**src/hdl/multiturn_angle_velocity_tracker_core_assert.svh**
```systemverilog
// Assertion macros for the multiturn angle/velocity tracker.
// Used inside modules that have clk_i and rst_ni in scope.
`ifndef MULTITURN_ANGLE_VELOCITY_TRACKER_CORE_ASSERT_SVH
`define MULTITURN_ANGLE_VELOCITY_TRACKER_CORE_ASSERT_SVH

// Same-cycle implication, disabled during reset.
`define MAVT_ASSERT_IMP(lbl, ante, cons) \
  lbl: assert property (@(posedge clk_i) disable iff (!rst_ni) (ante) |-> (cons)) \
    else $error("mavt assertion failed");

// Next-cycle implication, disabled during reset.
`define MAVT_ASSERT_NXT(lbl, ante, cons) \
  lbl: assert property (@(posedge clk_i) disable iff (!rst_ni) (ante) |=> (cons)) \
    else $error("mavt assertion failed");

`endif

```
**src/hdl/mavt_pkg.sv**
```systemverilog
// Package for the multiturn angle/velocity tracker: widths, constants, types.
// No dependencies.
`timescale 1ns / 1ps

package mavt_pkg;

  localparam int ANGLE_BITS  = 14;            // valid range 8..14
  localparam int RESP_W      = 16;
  localparam int TICK_W      = 32;
  localparam int ANGLE_OUT_W = 14;
  localparam int ERR_BIT     = 14;
  localparam int TURN_W      = 8;
  localparam int DEG_W       = 9;
  localparam int ACC_W       = 17;
  localparam int VEL_W       = 29;
  localparam int DELTA_W     = ANGLE_BITS + 2;
  // magnitude <= 2^(AB-1), times K < 2^15, shifted by 14-AB: below 2^28
  localparam int NUM_W       = 28;
  localparam int VEL_SH      = 14 - ANGLE_BITS;
  localparam int CNT_W       = $clog2(NUM_W);

  localparam logic [14:0] VEL_K        = 15'd25133;
  localparam logic [8:0]  DEG_PER_TURN = 9'd360;

  localparam logic signed [DELTA_W-1:0] RES  = DELTA_W'(1 << ANGLE_BITS);
  localparam logic signed [DELTA_W-1:0] HALF = DELTA_W'(1 << (ANGLE_BITS - 1));

  localparam logic signed [TURN_W-1:0] TURN_MAX = 8'sd127;
  localparam logic signed [TURN_W-1:0] TURN_MIN = -8'sd128;

  typedef struct packed {
    logic busy;
    logic done;
  } div_stat_t;

endpackage

```
**src/hdl/mavt_if.sv**
```systemverilog
// Valid/ready channel interfaces for the tracker's input and result items.
// Depends on mavt_pkg.
`timescale 1ns / 1ps

interface mavt_in_if;
  import mavt_pkg::*;

  logic                valid;
  logic                ready;
  logic [RESP_W-1:0]   response_word;
  logic [TICK_W-1:0]   tick_ms;

  modport source (output valid, output response_word, output tick_ms, input ready);
  modport sink   (input valid, input response_word, input tick_ms, output ready);
endinterface

interface mavt_out_if;
  import mavt_pkg::*;

  logic                     valid;
  logic                     ready;
  logic [ANGLE_OUT_W-1:0]   angle_raw;
  logic                     error_flag;
  logic signed [TURN_W-1:0] turn_count;
  logic [DEG_W-1:0]         angle_degree;
  logic signed [ACC_W-1:0]  accumulated_degree;
  logic signed [VEL_W-1:0]  velocity_q16;

  modport source (output valid, output angle_raw, output error_flag, output turn_count,
                  output angle_degree, output accumulated_degree, output velocity_q16,
                  input ready);
  modport sink   (input valid, input angle_raw, input error_flag, input turn_count,
                  input angle_degree, input accumulated_degree, input velocity_q16,
                  output ready);
endinterface

```
**src/hdl/mavt_div.sv**
```systemverilog
// Restoring divider, one quotient bit per cycle over the NUM_W-bit dividend.
// Depends on mavt_pkg.
`timescale 1ns / 1ps

module mavt_div (
  input  logic                          clk_i,
  input  logic                          rst_ni,
  input  logic                          start_i,
  input  logic [mavt_pkg::NUM_W-1:0]    dividend_i,
  input  logic [mavt_pkg::TICK_W-1:0]   divisor_i,
  output logic [mavt_pkg::NUM_W-1:0]    quotient_o,
  output mavt_pkg::div_stat_t           stat_o
);
  import mavt_pkg::*;

  logic [TICK_W-1:0] rem_q, rem_d;
  logic [NUM_W-1:0]  quo_q, quo_d;
  logic [TICK_W-1:0] den_q;
  logic [CNT_W-1:0]  cnt_q;
  logic              busy_q, done_q;
  logic [TICK_W:0]   trial;
  logic              ge;

  // shift in next dividend bit, compare against divisor
  assign trial = {rem_q, quo_q[NUM_W-1]};
  assign ge    = (trial >= {1'b0, den_q});
  assign rem_d = ge ? TICK_W'(trial - {1'b0, den_q}) : TICK_W'(trial);
  assign quo_d = {quo_q[NUM_W-2:0], ge};

  always_ff @(posedge clk_i or negedge rst_ni) begin
    if (!rst_ni) begin
      busy_q <= 1'b0;
      done_q <= 1'b0;
      cnt_q  <= '0;
    end else begin
      done_q <= 1'b0;
      if (start_i && !busy_q) begin
        busy_q <= 1'b1;
        cnt_q  <= '0;
      end else if (busy_q) begin
        cnt_q <= cnt_q + 1'b1;
        if (cnt_q == CNT_W'(NUM_W - 1)) begin
          busy_q <= 1'b0;
          done_q <= 1'b1;
        end
      end
    end
  end

  always_ff @(posedge clk_i) begin
    if (start_i && !busy_q) begin
      rem_q <= '0;
      quo_q <= dividend_i;
      den_q <= divisor_i;
    end else if (busy_q) begin
      rem_q <= rem_d;
      quo_q <= quo_d;
    end
  end

  assign quotient_o = quo_q;
  assign stat_o     = '{busy: busy_q, done: done_q};

endmodule

```
**src/hdl/multiturn_angle_velocity_tracker_core.sv**
```systemverilog
// Channel   | Dir | Payload                                         | Handshake
// in_i      | in  | response_word[15:0], tick_ms[31:0]              | valid/ready
// out_o     | out | angle_raw, error_flag, turn_count, angle_degree,| valid/ready
//           |     | accumulated_degree, velocity_q16                |
//
// Sequence: accept, multiply, 28-step restoring divide, result load when a velocity is
//   computed; the divide is skipped when velocity is held (first item, or no elapsed
//   ms). The single divider yields one quotient bit per cycle.
// One item at a time: in_i.ready is high only while the sequencer is idle.
// The result sits in an output register, so a new item is taken while it waits.
// Reset: asynchronous, active low; clears turns, last angle/tick, velocity, primed.
// A stalled out_o holds the sequencer in its result state until the slot frees.
//
// Depends on mavt_pkg, mavt_if, mavt_div and the assertion macro header.
`timescale 1ns / 1ps
`include "multiturn_angle_velocity_tracker_core_assert.svh"

module multiturn_angle_velocity_tracker_core (
  input  logic       clk_i,
  input  logic       rst_ni,
  mavt_in_if.sink    in_i,
  mavt_out_if.source out_o
);
  import mavt_pkg::*;

  typedef enum logic [1:0] {
    ST_IDLE,
    ST_MUL,
    ST_DIV,
    ST_OUT
  } state_e;

  state_e state_q;

  // tracking state
  logic                      primed_q;
  logic [ANGLE_BITS-1:0]     last_angle_q;
  logic [TICK_W-1:0]         last_tick_q;
  logic signed [TURN_W-1:0]  turns_q;
  logic signed [VEL_W-1:0]   vel_q;

  // per-item working registers
  logic                      err_q;
  logic signed [DELTA_W-1:0] delta_q;
  logic [TICK_W-1:0]         dt_q;
  logic                      do_div_q;
  logic                      neg_q;
  logic [DEG_W-1:0]          deg_q;

  // result register
  logic                      out_valid_q;
  logic [ANGLE_OUT_W-1:0]    o_angle_q;
  logic                      o_err_q;
  logic signed [TURN_W-1:0]  o_turns_q;
  logic [DEG_W-1:0]          o_deg_q;
  logic signed [ACC_W-1:0]   o_acc_q;
  logic signed [VEL_W-1:0]   o_vel_q;

  logic                      in_fire;
  logic                      out_load;
  logic [ANGLE_BITS-1:0]     angle_in;
  logic signed [DELTA_W-1:0] delta_raw;
  logic signed [DELTA_W-1:0] delta_unw;
  logic signed [TURN_W-1:0]  turns_unw;
  logic [TICK_W-1:0]         dt_in;
  logic [ANGLE_BITS-1:0]     mag;
  logic [NUM_W-1:0]          num_d;
  logic [ANGLE_BITS+8:0]     deg_full;
  logic signed [ACC_W-1:0]   acc_d;
  logic signed [VEL_W-1:0]   vel_new;
  logic                      div_start;
  logic [NUM_W-1:0]          div_quo;
  div_stat_t                 div_stat;

  assign in_i.ready = (state_q == ST_IDLE);
  assign in_fire    = in_i.valid && in_i.ready;
  assign out_load   = (state_q == ST_OUT) && (!out_valid_q || out_o.ready);

  // Unwrap: a jump beyond half a turn is a wrap. Exactly half a turn is not.
  assign angle_in  = in_i.response_word[ANGLE_BITS-1:0];
  assign delta_raw = $signed(DELTA_W'(angle_in)) - $signed(DELTA_W'(last_angle_q));
  assign dt_in     = in_i.tick_ms - last_tick_q;

  always_comb begin
    delta_unw = delta_raw;
    turns_unw = turns_q;
    if (delta_raw < -HALF) begin
      delta_unw = delta_raw + RES;
      if (turns_q != TURN_MAX) turns_unw = turns_q + 8'sd1;
    end else if (delta_raw > HALF) begin
      delta_unw = delta_raw - RES;
      if (turns_q != TURN_MIN) turns_unw = turns_q - 8'sd1;
    end
  end

  // |delta| * K, scaled so the divide by dt lands in signed Q12.16 rad/s;
  // the product feeds the divider directly when it loads in ST_MUL
  assign mag      = neg_q ? ANGLE_BITS'(-delta_q) : ANGLE_BITS'(delta_q);
  assign num_d    = (NUM_W'(mag) * NUM_W'(VEL_K)) << VEL_SH;
  assign deg_full = (ANGLE_BITS + 9)'(last_angle_q) * (ANGLE_BITS + 9)'(DEG_PER_TURN);

  assign acc_d = $signed(ACC_W'(deg_q))
               + ACC_W'(turns_q) * $signed(ACC_W'(DEG_PER_TURN));
  assign vel_new = neg_q ? -$signed({1'b0, div_quo}) : $signed({1'b0, div_quo});

  assign div_start = (state_q == ST_MUL) && do_div_q;

  mavt_div u_div (
    .clk_i      (clk_i),
    .rst_ni     (rst_ni),
    .start_i    (div_start),
    .dividend_i (num_d),
    .divisor_i  (dt_q),
    .quotient_o (div_quo),
    .stat_o     (div_stat)
  );

  always_ff @(posedge clk_i or negedge rst_ni) begin
    if (!rst_ni) begin
      state_q      <= ST_IDLE;
      primed_q     <= 1'b0;
      last_angle_q <= '0;
      last_tick_q  <= '0;
      turns_q      <= '0;
      vel_q        <= '0;
      out_valid_q  <= 1'b0;
    end else begin
      if (out_valid_q && out_o.ready && !out_load) out_valid_q <= 1'b0;
      case (state_q)
        ST_IDLE: begin
          if (in_fire) begin
            primed_q     <= 1'b1;
            last_angle_q <= angle_in;
            last_tick_q  <= in_i.tick_ms;
            if (primed_q) turns_q <= turns_unw;
            state_q <= ST_MUL;
          end
        end
        ST_MUL: begin
          state_q <= do_div_q ? ST_DIV : ST_OUT;
        end
        ST_DIV: begin
          if (div_stat.done) begin
            vel_q   <= vel_new;
            state_q <= ST_OUT;
          end
        end
        ST_OUT: begin
          if (out_load) begin
            out_valid_q <= 1'b1;
            state_q     <= ST_IDLE;
          end
        end
        default: state_q <= ST_IDLE;
      endcase
    end
  end

  // working and result payload, no reset needed
  always_ff @(posedge clk_i) begin
    if (in_fire) begin
      err_q    <= in_i.response_word[ERR_BIT];
      delta_q  <= delta_unw;
      neg_q    <= delta_unw < 0;
      dt_q     <= dt_in;
      do_div_q <= primed_q && (dt_in != '0);
    end
    if (state_q == ST_MUL) begin
      deg_q <= DEG_W'(deg_full >> ANGLE_BITS);
    end
    if (out_load) begin
      o_angle_q <= ANGLE_OUT_W'(last_angle_q);
      o_err_q   <= err_q;
      o_turns_q <= turns_q;
      o_deg_q   <= deg_q;
      o_acc_q   <= acc_d;
      o_vel_q   <= vel_q;
    end
  end

  assign out_o.valid              = out_valid_q;
  assign out_o.angle_raw          = o_angle_q;
  assign out_o.error_flag         = o_err_q;
  assign out_o.turn_count         = o_turns_q;
  assign out_o.angle_degree       = o_deg_q;
  assign out_o.accumulated_degree = o_acc_q;
  assign out_o.velocity_q16       = o_vel_q;

  // one item in flight: after an accept the input side closes
  `MAVT_ASSERT_NXT(a_one_in_flight, in_fire, !in_i.ready)
  // divider is only kicked while free
  `MAVT_ASSERT_IMP(a_div_free, div_start, !div_stat.busy)
  // velocity only moves when a divide completes
  `MAVT_ASSERT_NXT(a_vel_hold, !div_stat.done, vel_q == $past(vel_q))
  // turn count moves by at most one per item
  `MAVT_ASSERT_NXT(a_turn_step, 1'b1,
    (turns_q == $past(turns_q)) || (turns_q == $past(turns_q) + 8'sd1) ||
    (turns_q == $past(turns_q) - 8'sd1))

endmodule

```
**src/flat_wrapper.sv**
```systemverilog
// flat-port wrapper written by rule: the top's interface ports become plain ports
module multiturn_angle_velocity_tracker_core_flat import mavt_pkg::*;
  (clk_i, rst_ni, in_i_valid, in_i_response_word, in_i_tick_ms, in_i_ready, out_o_valid, out_o_angle_raw, out_o_error_flag, out_o_turn_count, out_o_angle_degree, out_o_accumulated_degree, out_o_velocity_q16, out_o_ready);
  mavt_in_if in_i_i ();
  mavt_out_if out_o_i ();
  input  logic clk_i;
  input  logic rst_ni;
  input wire logic [$bits(in_i_i.valid)-1:0] in_i_valid;
  input wire logic [$bits(in_i_i.response_word)-1:0] in_i_response_word;
  input wire logic [$bits(in_i_i.tick_ms)-1:0] in_i_tick_ms;
  output wire logic [$bits(in_i_i.ready)-1:0] in_i_ready;
  output wire logic [$bits(out_o_i.valid)-1:0] out_o_valid;
  output wire logic [$bits(out_o_i.angle_raw)-1:0] out_o_angle_raw;
  output wire logic [$bits(out_o_i.error_flag)-1:0] out_o_error_flag;
  output wire logic [$bits(out_o_i.turn_count)-1:0] out_o_turn_count;
  output wire logic [$bits(out_o_i.angle_degree)-1:0] out_o_angle_degree;
  output wire logic [$bits(out_o_i.accumulated_degree)-1:0] out_o_accumulated_degree;
  output wire logic [$bits(out_o_i.velocity_q16)-1:0] out_o_velocity_q16;
  input wire logic [$bits(out_o_i.ready)-1:0] out_o_ready;
  assign in_i_i.valid = in_i_valid;
  assign in_i_i.response_word = in_i_response_word;
  assign in_i_i.tick_ms = in_i_tick_ms;
  assign in_i_ready = in_i_i.ready;
  assign out_o_valid = out_o_i.valid;
  assign out_o_angle_raw = out_o_i.angle_raw;
  assign out_o_error_flag = out_o_i.error_flag;
  assign out_o_turn_count = out_o_i.turn_count;
  assign out_o_angle_degree = out_o_i.angle_degree;
  assign out_o_accumulated_degree = out_o_i.accumulated_degree;
  assign out_o_velocity_q16 = out_o_i.velocity_q16;
  assign out_o_i.ready = out_o_ready;
  multiturn_angle_velocity_tracker_core u_core (.clk_i(clk_i), .rst_ni(rst_ni), .in_i(in_i_i), .out_o(out_o_i));
endmodule
```
**config.mk**
```make
export PLATFORM = sky130hd
export DESIGN_NAME = multiturn_angle_velocity_tracker_core_flat
export DESIGN_NICKNAME = d
export VERILOG_FILES = /design/src/hdl/mavt_pkg.sv /design/src/hdl/mavt_if.sv /design/src/hdl/mavt_div.sv /design/src/hdl/multiturn_angle_velocity_tracker_core.sv /design/src/flat_wrapper.sv
export VERILOG_INCLUDE_DIRS = /design/src /design/src/hdl
export SDC_FILE = /design/constraint.sdc
export NUM_CORES = 1
export LEC_CHECK = 0
export BUFFER_PORTS_ARGS = -buffer_cell sky130_fd_sc_hd__clkbuf_2
export CORE_MARGIN = 2
export CORE_UTILIZATION = 40
export DETAILED_ROUTE_END_ITERATION = 12
export PLACE_DENSITY = 0.58
export SLEW_MARGIN = 25
export SYNTH_ARGS = -nofsm -noshare
export SYNTH_HDL_FRONTEND = slang
export SYNTH_SLANG_ARGS = --single-unit
```
**constraint.sdc**
```tcl
create_clock -name clk_i -period 15.1 [get_ports clk_i]
set_clock_uncertainty 0.1 [all_clocks]
set_input_delay 1.51 -clock clk_i [delete_from_list [all_inputs] [get_ports clk_i]]
set_output_delay 1.51 -clock clk_i [all_outputs]
set_load 0.01 [all_outputs]
```
==> Yosys cells after proc, flatten, opt, wreduce, memory -nomap -nowiden <==
Cells that the tools add are included.
{ "totals": {"output_inout_bits": 80, "wordCells": 100, "in_bits": 52, "regBits": 322} }
{ "classes": {"n_mux": 27, "n_lt_le_gt_ge": 4, "n_eq_ne": 10, "add_sub_neg": 11, "mul": 3, "n_reduce_logical": 20} }
{ "ops": {"columns": ["op", "count"], "rows": [
  ["$sub A32 B32 Y32", 2],
  ["$mux W28", 2],
  ["$ge A33 B32 Y1", 1],
  ["$mux W16", 2],
  ["$mux W32", 1],
  ["$mux W8", 4],
  ["$reduce_bool A32 Y1", 1],
  ["$mux W29", 1],
  ["$neg A28 Y29", 1],
  ["$mul A14 B15 Y28 const B", 1],
  ["$mul A14 B6 Y20 const B", 1],
  ["$add A10 B17 Y17", 1],
  ["$add A16 B16 Y16 const B", 1],
  ["$gt A16 B15 Y1 const B", 1],
  ["$lt A16 B1 Y1 const B", 1],
  ["$lt A16 B14 Y1 const B", 1],
  ["$ne A8 B8 Y1 const B", 2],
  ["$sub A16 B16 Y16 const B", 1],
  ["$sub A14 B14 Y15", 1],
  ["$mul A8 B7 Y14 const B", 1],
  ["$mux W14", 1],
  ["$neg A14 Y14", 1],
  ["$mux W1", 10],
  ["$mux W5", 2],
  ["18 further kinds", 34]
]} }

==> Longest topological paths before layout <==
{ "logic_depth": {"word_depth": 8, "ltp_mapped": 28, "mapped_depth_nobuf": 28} }

==> Modules after synthesis <==
Synthesis repeated with hierarchy kept, for this count alone.
{ "hier_totals": {"cells_unflattened": 2191, "area_unflattened_um2": 22566.6} }
{ "by_module_without_submodules": {"columns": ["mod", "cells_per_inst", "area_per_inst_um2", "seq_area_each_um2", "instances"], "rows": [
  ["multiturn_angle_velocity_tracker_core", 1648, 16970.0, 6170.9, 1],
  ["mavt_div", 543, 5596.6, 2617.5, 1]
]} }

==> Worst setup path before layout <==
Ideal clock, no wire load.
{ "synth_timing": {"path_type": "reg2reg", "startpoint": "reg u_core.delta_q[7]", "endpoint": "reg u_core.u_div.quo_q[25], in the netlist u_core.u_div.quotient_o[25], data pin", "period_less_slack_ns": 7.137, "arrival_ns": 6.778, "required_ns": 14.741, "setup_time_ns": 0.259, "path_buffers": 0, "slack_ns": 7.963, "stages_incl_launch_ff": 27, "cell_sequence": "edfxtp_1 or4_1 or3_1 o31ai_1 xor2_1 inv_1 ha_1 xor2_1 ha_1 fa_1 inv_1 fa_1 inv_1 fa_1 inv_1 fa_1 inv_1 ha_1 a21o_1 a21o_1 a21oi_1 o21ai_0 a221o_1 a31oi_1 nor2b_1 nor4b_1 a211o_1"} }
{ "synth_between": {"elab_chain_cells": 4} }
{ "synth_lines": {"columns": ["item", "line_no", "text"], "rows": [
  ["start: declaration", "multiturn_angle_velocity_tracker_core.sv:44", "logic signed [DELTA_W-1:0] delta_q;"],
  ["start signal: assignment", "multiturn_angle_velocity_tracker_core.sv:163", "delta_q <= delta_unw;"],
  ["$neg A14 Y14", "multiturn_angle_velocity_tracker_core.sv:98", "assign mag = neg_q ? ANGLE_BITS'(-delta_q) : ANGLE_BITS'(delta_q);"],
  ["$mux W14 (*)", "multiturn_angle_velocity_tracker_core.sv:98", null],
  ["$mul A14 B15 Y28 (*)", "multiturn_angle_velocity_tracker_core.sv:99", "assign num_d = (NUM_W'(mag) * NUM_W'(VEL_K)) << VEL_SH;"],
  ["$mux W28 (*)", "mavt_div.sv:51", "if (start_i && !busy_q) begin"],
  ["end signal: assignment", "mavt_div.sv:53", "quo_q <= dividend_i;"],
  ["end signal: assignment", "mavt_div.sv:57", "quo_q <= quo_d;"],
  ["end: declaration", "mavt_div.sv:17", "logic [NUM_W-1:0] quo_q, quo_d;"]
]} }
Mark *: on every way between the ends. The rest lies on a longest branch, timed or not.
A chain may end at the register's enable or synchronous reset.

==> Worst setup path in the final report <==
{ "layout_timing": {"startpoint": "reg u_core.delta_q[0]", "endpoint": "reg u_core.u_div.quo_q[25], in the netlist u_core.u_div.quotient_o[25], data pin"} }
The elaborated chain is that of the path after synthesis.

==> impl_metrics.toml <==
[status]
run_status = "completed"

[min_path]
hp-class = "reg -> reg"

[cts]
insertion_delay_ns = 0.54
cts.htree.levels = 2
cts_resized = 0
hold_buffers = 0
path_clk_slew_ns = 0.06
cts_root_buffer = "clkbuf_16"
tritoncts = "yes"
cts_max_path_buffers = 3
cts.sinks = 319
cts_buffers = 38
cts_setup_buffers = 0

[floorplan]
die_area_um2 = 58300
die_h_um = 242
fp.dieW_um = 242
floorplan.initialDensity_pct = 40.3
io-pin-count = 132
core_area_um2 = 56100
num_rows = 87

[placed_design]
dp_hpwl_um = 37700
dp_cells = 3067
portBuffers = 130
gp_congestion = 0.868
placed_area_um2 = 24000

[drt]
vias_per_cell = 5.03
ant_nets = 0
routed_wl_um = 48200
drt_iter0_drc = 741
vias = 15800
drc_errors = 0
wl_per_cell_um = 15.4
firstDrtPassIters = 7

[synth]
synth.area.top_cells = "edfxtp_1 26%, ha_1 16%, dfrtp_1 10%, fa_1 7.0%, inv_1 5.2%"
yosysTopAreaCell = "edfxtp_1"
ys_seq_area_share_pct = 38.9
synthArstFlopShare_pct = 29.5
ys.flop_type = "edfxtp_1"
synthCells = 2220
synth_edf_count = 193
syn_area_per_cell_um2 = 10.2
syn_nets = 2634
yosys_warnings = 0
syn_area_um2 = 22600
ys_types = 82
synth.ff_latch_count = 319
synth_top_area_share_pct = 25.7

[sta]
clock.fmax_mhz = 129
timing.slew.headroom_pct = 36.5
fin_crit_ns = 7.73
period_share_pct = 51.2
worst_pin_slew_ns = 0.952
drv_slew = 0
tns_ns = 0
worst_hold_slack_ns = 0.313
finalHoldViolations = 0
rsz0062_at_grt = "no"
setup_viol = 0

[cells_and_area]
final_cell_area_um2 = 25300
fillers = 5336
final_common_cell = "inv_1"
nNetsFinal = 2766
drive_above_1_share_pct = 10.2
mostFrequentLayoutCells = "310 x inv_1, 283 x ha_1, 210 x nand2_1"
areaGrowthSynthToFinish_pct = 12.3
final_cells = 3138

[worst_setup_path]
worstSetupStartpointType = "flop"
worstPathRequired_ns = 15.28
critical_path_arrival_ns = 7.91
cp_max_fo = 8
crit_type = "reg -> reg"
endpoint_kind = "flop"

[global_route]
grt_pass1_vias = 15900
grt_pass1_wl_um = 80300
antenna_found_initial = 5
grt_max_degree = 100
grt_usage_pct = 16.6
grt_overflow = 0

[run]
drv_cap = 0
[sequential cells by signal, indices dropped and copies added, names as in the netlist, 17 cells and up]
register	count
u_core.u_div.rem_q	32
u_core.u_div.quotient_o	28
u_core.dt_q	32
u_core.out_o.velocity_q16	29
u_core.out_o.accumulated_degree	17
u_core.last_tick_q	32
u_core.vel_q	29
u_core.u_div.den_q	32
[Yosys cell counts (all sizes together), types with 24 or more instances]
cell    instances
edfxtp        193
a21oi          82
a21o           57
xor2           62
nand3          24
nor2           76
nor3           34
o21ai         193
dfxtp          32
mux2i          34
o21a           26
inv           311
ha            283
clkbuf         34
nand2         211
fa             79
dfrtp          94
xnor2          90
[path summary, 6_finish.rpt]
check,startpoint,slack (ns),cells past startpoint,to
worst max-delay path,u_core.delta_q[0],7.37,27,u_core.u_div.quotient_o[25]
worst min-delay path,u_core.dt_q[31],0.31,0,u_core.u_div.den_q[31]
worst max register to register,u_core.delta_q[0],7.37,27,u_core.u_div.quotient_o[25]
worst min register to register,u_core.dt_q[31],0.31,0,u_core.u_div.den_q[31]
max in group asynchronous,rst_ni,12.86,2,u_core.u_div.done_q
min in group asynchronous,rst_ni,0.84,1,u_core.last_tick_q[15]
[routing by layer]
layer | GRT usage [%] | share of wire (%) | vias up
li1 | - | - | 8018
met1 | 21.9 | 47 | 7393
met2 | 27.4 | 46 | 281
met3 | 3.21 | 4.5 | 71
met4 | 5.43 | 2.7 | 8
met5 | 0 | 0.11 | -
[worst max-delay path, stage by stage, from the launching register on]
cell	delay, ns
edfxtp_1	0.58
inv_1	0.22
ha_1	0.19
nand2_1	0.06
or3_1	0.37
o21ai_0	0.33
xnor2_1	0.25
ha_1	0.34
xor2_1	0.18
ha_1	0.30
fa_1	0.53
inv_1	0.05
fa_1	0.49
inv_1	0.06
fa_1	0.53
inv_1	0.05
fa_1	0.49
inv_1	0.06
ha_1	0.36
a21o_1	0.20
a21o_1	0.17
a21oi_1	0.13
o21ai_0	0.21
a221o_1	0.39
a31oi_1	0.28
nor2b_1	0.21
nor4b_1	0.07
a211o_1	0.26
[final cells by class]
type,instances,area (um2),area share (%)
Tap cell,756,946,3.73
Sequential cell,319,8790,34.7
Inverter,312,1170,4.63
Clock inverter,16,123,0.484
Clock buffer,53,1150,4.54
Timing Repair Buffer,140,748,2.95
Antenna cell,1,2.50,0.00987
Multi-Input combinational cell,1541,12400,49.0
[stage by stage]
step / worst slack (ns) / utilization [%]
final: 7.37 / 45.2
after global routing: 6.86 / 45.2
after CTS: 7.26 / 45.1
after detailed placement: 7.27 / 42.9
after global placement: 7.35 / 42.9
after floorplan: 7.96 / -
[logic make-up after synthesis]
| logic type | count (synthesis) | synth area share [%] |
|---|---|---|
| fa+ha+maj | 362 | 22.7 |
| compound gates | 504 | 14.3 |
| xor+xnor | 152 | 5.90 |
| mux | 37 | 1.66 |
| simple gates | 486 | 10.4 |
| buf+inv | 360 | 6.16 |
| flops | 319 | 38.9 |
Power is left out: the tool's default activity adds up to more than one toggle a clock period on the data nets, which glitch-free logic cannot reach.
